### src/hw/rtl/u8d_pkg.sv
`timescale 1ns / 1ps

package u8d_pkg;

    localparam int BYTE_W         = 8;
    localparam int CP_W           = 21;
    localparam int S_TDATA_W      = 8;
    localparam int M_TDATA_W      = 24;
    localparam int QUEUE_DEPTH_DEF = 4;

    // Lead byte classes: 0..3 give the continuation bytes that follow
    localparam logic [2:0] CLS_ASCII   = 3'd0;
    localparam logic [2:0] CLS_INVALID = 3'd4;

    typedef logic [BYTE_W-1:0] byte_t;
    typedef logic [CP_W-1:0]   cp_t;

    // One queued decode result: one or two code points
    typedef struct packed {
        cp_t  cp0;
        cp_t  cp1;
        logic two;
        logic last;
    } entry_t;

    function automatic logic [2:0] lead_class(input byte_t b);
        logic [2:0] cls;
        begin
            priority if (b[7] == 1'b0)        cls = CLS_ASCII;
            else if (b[7:5] == 3'b110)        cls = 3'd1;
            else if (b[7:4] == 4'b1110)       cls = 3'd2;
            else if (b[7:3] == 5'b11110)      cls = 3'd3;
            else                              cls = CLS_INVALID;
            return cls;
        end
    endfunction

    // Join a lead byte and k continuation bytes into a code point
    function automatic cp_t assemble(input byte_t b0, input byte_t b1,
                                     input byte_t b2, input byte_t b3,
                                     input logic [1:0] k);
        cp_t cp;
        begin
            unique case (k)
                2'd0:    cp = {13'd0, b0};
                2'd1:    cp = {10'd0, b0[4:0], b1[5:0]};
                2'd2:    cp = {5'd0, b0[3:0], b1[5:0], b2[5:0]};
                default: cp = {b0[2:0], b1[5:0], b2[5:0], b3[5:0]};
            endcase
            return cp;
        end
    endfunction

endpackage

### src/hw/rtl/u8d_front.sv
`timescale 1ns / 1ps

module u8d_front (
    input  logic            clk,
    input  logic            rst_n,
    input  logic            s_tvalid,
    output logic            s_tready,
    input  u8d_pkg::byte_t  s_tdata,
    input  logic            s_tlast,
    input  logic            q_full,
    output logic            q_push,
    output u8d_pkg::entry_t q_entry
);
    import u8d_pkg::*;

    byte_t       pend_reg [3];
    logic [1:0]  pc_reg, pc_next;
    logic [1:0]  bn_reg, bn_next;

    logic        accept;
    byte_t       tb [7];
    logic [2:0]  n;
    logic [2:0]  cls;
    logic [2:0]  dcls;
    logic [2:0]  nxt;
    logic [1:0]  tcnt;
    logic [1:0]  st0, st1;
    logic [1:0]  k0, k1;
    logic [2:0]  w0, w1;
    cp_t         cp_a, cp_b, cp_seq;

    assign s_tready = !q_full;
    assign accept   = s_tvalid && s_tready;
    assign cls      = lead_class(s_tdata);
    assign n        = {1'b0, pc_reg} + 3'd1;

    // Line up held bytes and the incoming byte, zero padded past the end
    always_comb
    begin
        for (int i = 0; i < 7; i++)
        begin
            tb[i] = '0;
        end
        for (int i = 0; i < 3; i++)
        begin
            if (2'(i) < pc_reg)
            begin
                tb[i] = pend_reg[i];
            end
        end
        tb[{1'b0, pc_reg}] = s_tdata;
    end

    // Scan the tail of a finished string for complete sequences
    always_comb
    begin
        nxt  = 3'd0;
        tcnt = 2'd0;
        st0  = 2'd0;
        st1  = 2'd0;
        k0   = 2'd0;
        k1   = 2'd0;
        dcls = CLS_ASCII;
        for (int j = 0; j < 4; j++)
        begin
            if ((3'(j) < n) && (3'(j) == nxt))
            begin
                dcls = lead_class(tb[j]);
                if ((dcls == CLS_INVALID) || ((3'(j) + dcls) >= n))
                begin
                    nxt = 3'(j) + 3'd1;
                end
                else
                begin
                    if (tcnt == 2'd0)
                    begin
                        st0 = 2'(j);
                        k0  = dcls[1:0];
                    end
                    else if (tcnt == 2'd1)
                    begin
                        st1 = 2'(j);
                        k1  = dcls[1:0];
                    end
                    if (tcnt != 2'd2)
                    begin
                        tcnt = tcnt + 2'd1;
                    end
                    nxt = 3'(j) + dcls + 3'd1;
                end
            end
        end
    end

    assign w0     = {1'b0, st0};
    assign w1     = {1'b0, st1};
    assign cp_a   = assemble(tb[w0], tb[w0 + 3'd1], tb[w0 + 3'd2], tb[w0 + 3'd3], k0);
    assign cp_b   = assemble(tb[w1], tb[w1 + 3'd1], tb[w1 + 3'd2], tb[w1 + 3'd3], k1);
    assign cp_seq = assemble(tb[0], tb[1], tb[2], tb[3], bn_reg);

    // Classify the byte and build the queue entry
    always_comb
    begin
        q_push       = 1'b0;
        q_entry.cp0  = cp_seq;
        q_entry.cp1  = cp_b;
        q_entry.two  = 1'b0;
        q_entry.last = 1'b0;
        pc_next      = pc_reg;
        bn_next      = bn_reg;
        if (s_tlast)
        begin
            q_push       = accept && (tcnt != 2'd0);
            q_entry.cp0  = cp_a;
            q_entry.two  = (tcnt == 2'd2);
            q_entry.last = 1'b1;
            pc_next      = 2'd0;
            bn_next      = 2'd0;
        end
        else if (pc_reg == 2'd0)
        begin
            q_entry.cp0 = {13'd0, s_tdata};
            q_push      = accept && (cls == CLS_ASCII);
            if ((cls != CLS_ASCII) && (cls != CLS_INVALID))
            begin
                pc_next = 2'd1;
                bn_next = cls[1:0];
            end
        end
        else if (pc_reg >= bn_reg)
        begin
            q_push  = accept;
            pc_next = 2'd0;
            bn_next = 2'd0;
        end
        else
        begin
            pc_next = pc_reg + 2'd1;
        end
    end

    // Advance sequence state on each transfer
    always_ff @(posedge clk or negedge rst_n)
    begin
        if (!rst_n)
        begin
            pc_reg <= 2'd0;
            bn_reg <= 2'd0;
        end
        else if (accept)
        begin
            pc_reg <= pc_next;
            bn_reg <= bn_next;
        end
    end

    // Hold the lead and continuation bytes of the open sequence
    always_ff @(posedge clk)
    begin
        if (accept && !s_tlast && (pc_next != 2'd0) && (pc_next != pc_reg))
        begin
            pend_reg[pc_reg] <= s_tdata;
        end
    end

endmodule

### src/hw/rtl/u8d_queue.sv
`timescale 1ns / 1ps

module u8d_queue #(
    parameter int DEPTH = u8d_pkg::QUEUE_DEPTH_DEF
) (
    input  logic            clk,
    input  logic            rst_n,
    input  logic            wr_en,
    input  u8d_pkg::entry_t wr_data,
    output logic            full,
    input  logic            rd_en,
    output logic            rd_valid,
    output u8d_pkg::entry_t rd_data
);
    import u8d_pkg::*;

    localparam int PTR_W = (DEPTH > 1) ? $clog2(DEPTH) : 1;
    localparam int CNT_W = $clog2(DEPTH + 1);

    entry_t             mem_reg [DEPTH];
    logic [PTR_W-1:0]   wr_ptr_reg, wr_ptr_next;
    logic [PTR_W-1:0]   rd_ptr_reg, rd_ptr_next;
    logic [CNT_W-1:0]   cnt_reg, cnt_next;

    assign full     = (cnt_reg == CNT_W'(DEPTH));
    assign rd_valid = (cnt_reg != '0);
    assign rd_data  = mem_reg[rd_ptr_reg];

    // Wrap pointers at the queue depth
    always_comb
    begin
        wr_ptr_next = wr_ptr_reg;
        rd_ptr_next = rd_ptr_reg;
        cnt_next    = cnt_reg;
        if (wr_en)
        begin
            wr_ptr_next = (wr_ptr_reg == PTR_W'(DEPTH - 1)) ? '0 : wr_ptr_reg + 1'b1;
        end
        if (rd_en)
        begin
            rd_ptr_next = (rd_ptr_reg == PTR_W'(DEPTH - 1)) ? '0 : rd_ptr_reg + 1'b1;
        end
        if (wr_en && !rd_en)
        begin
            cnt_next = cnt_reg + 1'b1;
        end
        else if (!wr_en && rd_en)
        begin
            cnt_next = cnt_reg - 1'b1;
        end
    end

    always_ff @(posedge clk or negedge rst_n)
    begin
        if (!rst_n)
        begin
            wr_ptr_reg <= '0;
            rd_ptr_reg <= '0;
            cnt_reg    <= '0;
        end
        else
        begin
            wr_ptr_reg <= wr_ptr_next;
            rd_ptr_reg <= rd_ptr_next;
            cnt_reg    <= cnt_next;
        end
    end

    // Store entries
    always_ff @(posedge clk)
    begin
        if (wr_en)
        begin
            mem_reg[wr_ptr_reg] <= wr_data;
        end
    end

endmodule

### src/hw/rtl/u8d_back.sv
`timescale 1ns / 1ps

module u8d_back (
    input  logic                          clk,
    input  logic                          rst_n,
    input  logic                          q_valid,
    input  u8d_pkg::entry_t               q_entry,
    output logic                          q_pop,
    output logic                          m_tvalid,
    input  logic                          m_tready,
    output logic [u8d_pkg::M_TDATA_W-1:0] m_tdata,
    output logic                          m_tlast
);
    import u8d_pkg::*;

    logic  valid_reg, valid_next;
    logic  sel_reg, sel_next;
    cp_t   cp_reg, cp_next;
    logic  last_reg, last_next;
    logic  load;

    assign load     = q_valid && (!valid_reg || m_tready);
    assign m_tvalid = valid_reg;
    assign m_tdata  = {(M_TDATA_W - CP_W)'(0), cp_reg};
    assign m_tlast  = last_reg;

    // Emit the first code point, then the second if the entry has one
    always_comb
    begin
        valid_next = valid_reg;
        sel_next   = sel_reg;
        cp_next    = cp_reg;
        last_next  = last_reg;
        q_pop      = 1'b0;
        if (valid_reg && m_tready)
        begin
            valid_next = 1'b0;
        end
        if (load)
        begin
            valid_next = 1'b1;
            if (sel_reg)
            begin
                cp_next   = q_entry.cp1;
                last_next = q_entry.last;
                sel_next  = 1'b0;
                q_pop     = 1'b1;
            end
            else
            begin
                cp_next   = q_entry.cp0;
                last_next = q_entry.last && !q_entry.two;
                sel_next  = q_entry.two;
                q_pop     = !q_entry.two;
            end
        end
    end

    always_ff @(posedge clk or negedge rst_n)
    begin
        if (!rst_n)
        begin
            valid_reg <= 1'b0;
            sel_reg   <= 1'b0;
        end
        else
        begin
            valid_reg <= valid_next;
            sel_reg   <= sel_next;
        end
    end

    // Hold output payload until the transfer
    always_ff @(posedge clk)
    begin
        cp_reg   <= cp_next;
        last_reg <= last_next;
    end

endmodule

### src/hw/rtl/utf8_codepoint_decoder.sv
// A byte that completes a code point is written into the queue, then loaded into the output register.
// Throughput: one byte per cycle while the queue is not full; one code point per cycle leaves the
// output register while m_tready is high. A final byte may yield two code points in one entry,
// sent out in turn; a queue (4 entries by default) absorbs that and output stalls.
// Reset (rst_n low, asynchronous) drops any open sequence and empties queue and output.
`timescale 1ns / 1ps

module utf8_codepoint_decoder #(
    parameter int QUEUE_DEPTH = u8d_pkg::QUEUE_DEPTH_DEF
) (
    input  logic                          clk,
    input  logic                          rst_n,
    input  logic                          s_tvalid,
    output logic                          s_tready,
    input  logic [u8d_pkg::S_TDATA_W-1:0] s_tdata,   // [7:0] text_byte
    input  logic                          s_tlast,   // string_end
    output logic                          m_tvalid,
    input  logic                          m_tready,
    output logic [u8d_pkg::M_TDATA_W-1:0] m_tdata,   // [20:0] code_point, [23:21] zero
    output logic                          m_tlast    // end_of_run
);
    import u8d_pkg::*;

    logic   q_full;
    logic   q_push;
    logic   q_pop;
    logic   q_valid;
    entry_t push_entry;
    entry_t head_entry;

    u8d_front u_front (
        .clk      (clk),
        .rst_n    (rst_n),
        .s_tvalid (s_tvalid),
        .s_tready (s_tready),
        .s_tdata  (s_tdata),
        .s_tlast  (s_tlast),
        .q_full   (q_full),
        .q_push   (q_push),
        .q_entry  (push_entry)
    );

    u8d_queue #(
        .DEPTH (QUEUE_DEPTH)
    ) u_queue (
        .clk      (clk),
        .rst_n    (rst_n),
        .wr_en    (q_push),
        .wr_data  (push_entry),
        .full     (q_full),
        .rd_en    (q_pop),
        .rd_valid (q_valid),
        .rd_data  (head_entry)
    );

    u8d_back u_back (
        .clk      (clk),
        .rst_n    (rst_n),
        .q_valid  (q_valid),
        .q_entry  (head_entry),
        .q_pop    (q_pop),
        .m_tvalid (m_tvalid),
        .m_tready (m_tready),
        .m_tdata  (m_tdata),
        .m_tlast  (m_tlast)
    );

endmodule

### config.mk
export PLATFORM = sky130hd
export DESIGN_NAME = utf8_codepoint_decoder
export DESIGN_NICKNAME = d
export VERILOG_FILES = /design/src/hw/rtl/u8d_pkg.sv /design/src/hw/rtl/u8d_front.sv /design/src/hw/rtl/u8d_queue.sv /design/src/hw/rtl/u8d_back.sv /design/src/hw/rtl/utf8_codepoint_decoder.sv
export SDC_FILE = /design/constraint.sdc
export NUM_CORES = 1
export LEC_CHECK = 0
export BUFFER_PORTS_ARGS = -buffer_cell sky130_fd_sc_hd__buf_2
export CAP_MARGIN = 40
export CORE_UTILIZATION = 45
export CTS_BUF_LIST = sky130_fd_sc_hd__clkbuf_4 sky130_fd_sc_hd__clkbuf_8
export DETAILED_ROUTE_END_ITERATION = 16
export SLEW_MARGIN = 20
export SYNTH_ARGS = -nofsm -noshare
export SYNTH_HDL_FRONTEND = slang
export SYNTH_HIERARCHICAL = 1
export SYNTH_SLANG_ARGS = --single-unit
export TNS_END_PERCENT = 5
### constraint.sdc
create_clock -name clk -period 8.05 [get_ports clk]
set_input_delay 1.2075 -clock clk [delete_from_list [all_inputs] [get_ports clk]]
set_output_delay 1.2075 -clock clk [all_outputs]
set_load 0.005 [all_outputs]
Word-level counts from Yosys, hierarchy flattened
Memory sizes are Yosys's and may differ from the RTL's.
Cells that the tools add are included.
{"block": "op_classes", "n_mux": 147, "add_sub_neg": 21, "n_reduce_logical": 43, "bitwise": 9, "magnitude_cmp": 22, "n_eq_ne": 41}
{"op": "$bmux W8 S3", "n": 8}
{"op": "$pmux W21 S3", "n": 3}
{"op": "$mux W2", "n": 63}
{"op": "$mux W3", "n": 32}
{"op": "$mux W6", "n": 12}
{"op": "$mux W8", "n": 8}
{"op": "$mux W21", "n": 3}
{"op": "$bwmux W56", "n": 1}
{"op": "$ge A4 B4 Y1 const B", "n": 9}
{"op": "$eq A3 B3 Y1 const B", "n": 10}
{"op": "$eq A5 B5 Y1 const B", "n": 5}
{"op": "$demux W8 S3", "n": 1}
{"op": "$not A3 Y4", "n": 6}
{"op": "$eq A4 B4 Y1 const B", "n": 5}
{"op": "$logic_and A1 B1 Y1", "n": 16}
{"op": "$mux W1", "n": 16}
{"op": "$logic_not A2 Y1", "n": 7}
{"op": "$add A2 B1 Y2 const B", "n": 6}
{"op": "$add A2 B2 Y3 const B", "n": 4}
{"op": "$add A3 B1 Y3 const B", "n": 4}
{"op": "$eq A2 B1 Y1 const B", "n": 6}
{"op": "$eq A2 B2 Y1 const B", "n": 6}
{"op": "$ge A3 B3 Y1", "n": 4}
{"op": "$not A2 Y4", "n": 3}
{"op": "21 further kinds", "n": 45}
{"block": "word_totals", "ff_bits": 35, "in_bits": 13, "ramBits": 200, "memories": 2, "output_inout_bits": 27}
{"name": "u_queue.mem_reg", "words": 4, "width": 44, "rd": 1, "rd_clocked_by_memory_dff": 0, "wr": 1, "line": "u8d_queue.sv:20", "text": "entry_t mem_reg [DEPTH];"}
{"name": "u_front.pend_reg", "words": 3, "width": 8, "rd": 3, "rd_clocked_by_memory_dff": 0, "wr": 1, "line": "u8d_front.sv:16", "text": "byte_t pend_reg [3];"}

Depth between registers and ports, before layout
{"block": "logic_depth", "ltp_word": 47, "mapped_depth": 35, "mapped_depth_nobuf": 31}

Modules after synthesis
The synthesis kept the hierarchy.
{"module": "u8d_queue", "cells_each": 267, "seq_area_each_um2": 5460.2, "area_per_inst_um2": 6827.8, "instances": 1}
{"module": "u8d_front", "cells_each": 756, "seq_area_each_um2": 820.8, "area_per_inst_um2": 5706.7, "instances": 1}
{"module": "u8d_back", "cells_each": 59, "seq_area_each_um2": 710.7, "area_per_inst_um2": 1043.5, "instances": 1}

Worst setup path before layout
Ideal clock, no wire load.
{"block": "synth_timing", "path_type": "in2reg", "from": "input port s_tdata[5] (netlist bit)", "to": "memory u_queue/mem_reg[0][8] (netlist bit), data pin", "t_arrival_ns": 7.308, "slack_ns": 0.550, "stages": 26, "n_path_buf": 4, "required_ns": 7.858, "setup_time_ns": 0.192, "cell_sequence": "buf_2 mux2_1 o21ai_1 nand2_2 ha_1 nand2b_1 a21o_1 a221o_1 a21oi_1 ha_1 and2_1 clkbuf_1 clkinv_1 ha_1 mux2_2 ha_1 a2111oi_4 o21ai_1 inv_2 buf_4 ha_1 clkbuf_1 mux4_2 nor2_1 o21ai_0 a32oi_1"}
{"item": "start, declared", "line": "utf8_codepoint_decoder.sv:15", "text": "input logic [u8d_pkg::S_TDATA_W-1:0] s_tdata,"}
{"item": "end, declared", "line": "u8d_queue.sv:20"}

==> flow_metrics.tcl <==
set metrics [dict create \
    r2r_cells 27 \
    avgSynthCellArea_sq_um 12.5 \
    ys_seq_area_frac 0.515 \
    hold_violations 0 \
    dp_worst_setup_slack_ns 0.433 \
    mostFrequentLayoutCell "edfxtp_1" \
    worstPathMaxFanout 15 \
    setup-tns-final_ns 0 \
    peakVddDrop_v 0.000142 \
    final_max_slew_viol_count 0 \
    die_h_um 176 \
    gp_congestion 0.976 \
    path_class "reg -> reg" \
    slew_headroom 0.380 \
    multiInputGateArea_sq_um 6030 \
    min_from "u_queue/cnt_reg[2]" \
    critPathCaptureType "flip-flop" \
    clk_latency_ns 0.55 \
    wl_per_cell_um 24.5 \
    setup_violations 0 \
    first_iter_violations 1157 \
    hold_path_class "reg -> reg" \
    rr_startpoint "u_front/pc_reg[0]" \
    async_flop_share 0.0553 \
    grt_pass1_vias 9599 \
    dr.pass1.iters 7 \
    hpwlAfterDp_mm 27.3 \
    ant_nets 0 \
    endpoint "u_queue/mem_reg[0][8]" \
    ys_ff_latch 235 \
    drive_gt1_frac 0.253 \
    fmax_ghz 0.132 \
    cts_buffers 40 \
    rsz0062_at_grt "no" \
    crit_path_start_kind "flip-flop" \
    max-clock-path-buffers 3 \
    maxCapViolCount 0 \
    fillers 2616 \
    grt.overflow.total 0 \
    syn-cell-area_sq_um 13600 \
    power_density_nw_per_um2 331 \
    grt_pass1_wl_mm 58.8 \
    leakage_uw 0.00541 \
    core_area_sq_um 29600 \
    seqCellArea_sq_um 6990 \
    stdcell_area_sq_um 15300 \
    finalWorstSetupSlack_ns 0.479 \
    r2r_slack_ns 0.48 \
    cts_tree "built" \
    via_count 9794 \
    finalCritPeriodShare 0.940 \
    syn2layout_area_growth_pct 12.3 \
    synth-main-ff-cell "edfxtp_1" \
    placed_area_sq_um 14400 \
    synth-edff-count 222 \
    clkSinkCount 235 \
    synth_top_area_cell "edfxtp_1" \
    die_w_um 176 \
    arrival_ns 7.97 \
    row_count 63 \
    synth_warnings 6 \
    cts_max_level 2 \
    via_per_inst 6.21 \
    design.die.area_sq_um 30900 \
    wl_mm 38.7 \
    outcome "finished clean" \
    ys_types 99 \
    synth_top_area_share 0.491 \
    antenna_found_initial 0 \
    drc 0 \
    cts_setup_buffers 0 \
    clk_pin_slew_ns 0.06 \
    portBuffers 36 \
    grt_usage 0.255 \
    largest_register_ffs 176 \
    syn_inst 1082 \
    clock-skew-final_ns 0.0284 \
    start_util 0.458 \
    synth_area_leaders "edfxtp_1 49%, mux4_2 8.3%, ha_1 3.8%" \
    fin_nets 1212 \
    root_buffer "clkbuf_8" \
    period_minus_slack_ns 7.57 \
    startpoint "u_front/pc_reg[0]" \
    final_cell_mix "222 x edfxtp_1, 107 x nand2_1, 61 x nor2_1, 61 x buf_4, 50 x mux4_2" \
    r2r-end "u_queue/mem_reg[0][8]" \
    crit_required_ns 8.45 \
    grt_start_max_net_pins 47 \
    ioPinCount 40 \
    diodes 0 \
    worst_pin_slew_ns 0.917 \
]
## worst min-delay path by stage
stage                                    end  slack (ns)  cells after the start
after floorplan           u_queue/cnt_reg[2]        0.45                      1
after global placement    u_queue/cnt_reg[2]        0.47                      1
after detailed placement  u_queue/cnt_reg[2]        0.47                      1
after CTS                 u_queue/cnt_reg[2]        0.49                      1
after global routing      u_queue/cnt_reg[2]        0.52                      1
final                     u_queue/cnt_reg[2]        0.48                      1
## cells by family after synthesis
logic type               share of synthesized area
buffers and inverters                       0.0428
AO/OA/AOI/OAI                                0.142
XOR/XNOR                                   0.00378
AND/OR/NAND/NOR                              0.108
flip-flops                                   0.515
other                                     0.000276
multiplexers                                 0.149
adder cells (fa/ha/maj)                     0.0393
## power by group
part / switching [uW] / total, uW / internal [uW]
logic: 1310 / 2240 / 935
clock network: 482 / 1100 / 622
registers: 62.9 / 1700 / 1640
total: 1850 / 5050 / 3200
## Yosys cell counts (all sizes together) (7+ instances only)
cell	n
nor2	63
nand3	24
a221oi	8
o22ai	10
a22oi	16
edfxtp	222
ha	41
mux2	37
o21ai	45
dfrtp	13
a21oi	47
o211ai	23
nand2	110
or2	7
a211oi	15
a31oi	12
and2	20
o31ai	10
inv	37
nor3	23
clkbuf	32
nor2b	8
mux4	56
nand2b	15
buf	42
mux2i	31
## final cells by class
type,instances,area share
Clock buffer,51,0.0419
Sequential cell,235,0.459
Multi-Input combinational cell,737,0.395
Timing Repair Buffer,105,0.0505
Clock inverter,22,0.0123
Inverter,38,0.00952
Tap cell,390,0.0320
## through the flow
| step | utilization | power [uW] | hold WS [ns] | instances |
|---|---|---|---|---|
| 6_report | 0.515 | 5050 | 0.483 | 1578 |
| 5_1_grt | 0.515 | 5320 | 0.518 | 1578 |
| 4_1_cts | 0.514 | 5070 | 0.487 | 1575 |
| 3_5_place_dp | 0.486 | 3950 | 0.475 | 1502 |
| 3_3_place_gp | 0.484 | 3900 | 0.472 | 1497 |
| 2_1_floorplan | - | 3310 | 0.449 | 1084 |
## repair_timing
item | in CTS | in global routing
hold buffers | 0 | 0
setup endpoints to repair | 0 | 28
endpoints found under the hold margin | 0 | 0
gates resized for setup | 0 | 2
## metal layers
layer	global-route usage	share of wire	vias to the layer above
li1	-	-	4409
met1	0.349	0.43	4844
met2	0.402	0.46	441
met3	0.0437	0.077	100
met4	0.108	0.038	0
met5	0	0	-
## worst max-delay path, stage by stage, from the launching register on
cell	delay (ns)
dfrtp_1	0.49
ha_1	0.39
buf_4	0.24
nand3b_1	0.24
and2_1	0.34
or3_1	0.47
inv_1	0.09
ha_1	0.24
ha_1	0.28
a21o_1	0.17
a21oi_1	0.30
nand2_1	0.12
inv_1	0.11
ha_1	0.15
inv_1	0.05
a21oi_1	0.25
ha_1	0.28
mux2_2	0.31
ha_1	0.23
a2111oi_4	0.50
nand2_4	0.17
nand2_4	0.14
ha_1	0.48
mux4_2	0.56
nor2_1	0.14
o21ai_0	0.09
a32oi_1	0.36
buf_4	0.20
Note: power is estimated with default switching activity, not from simulation.
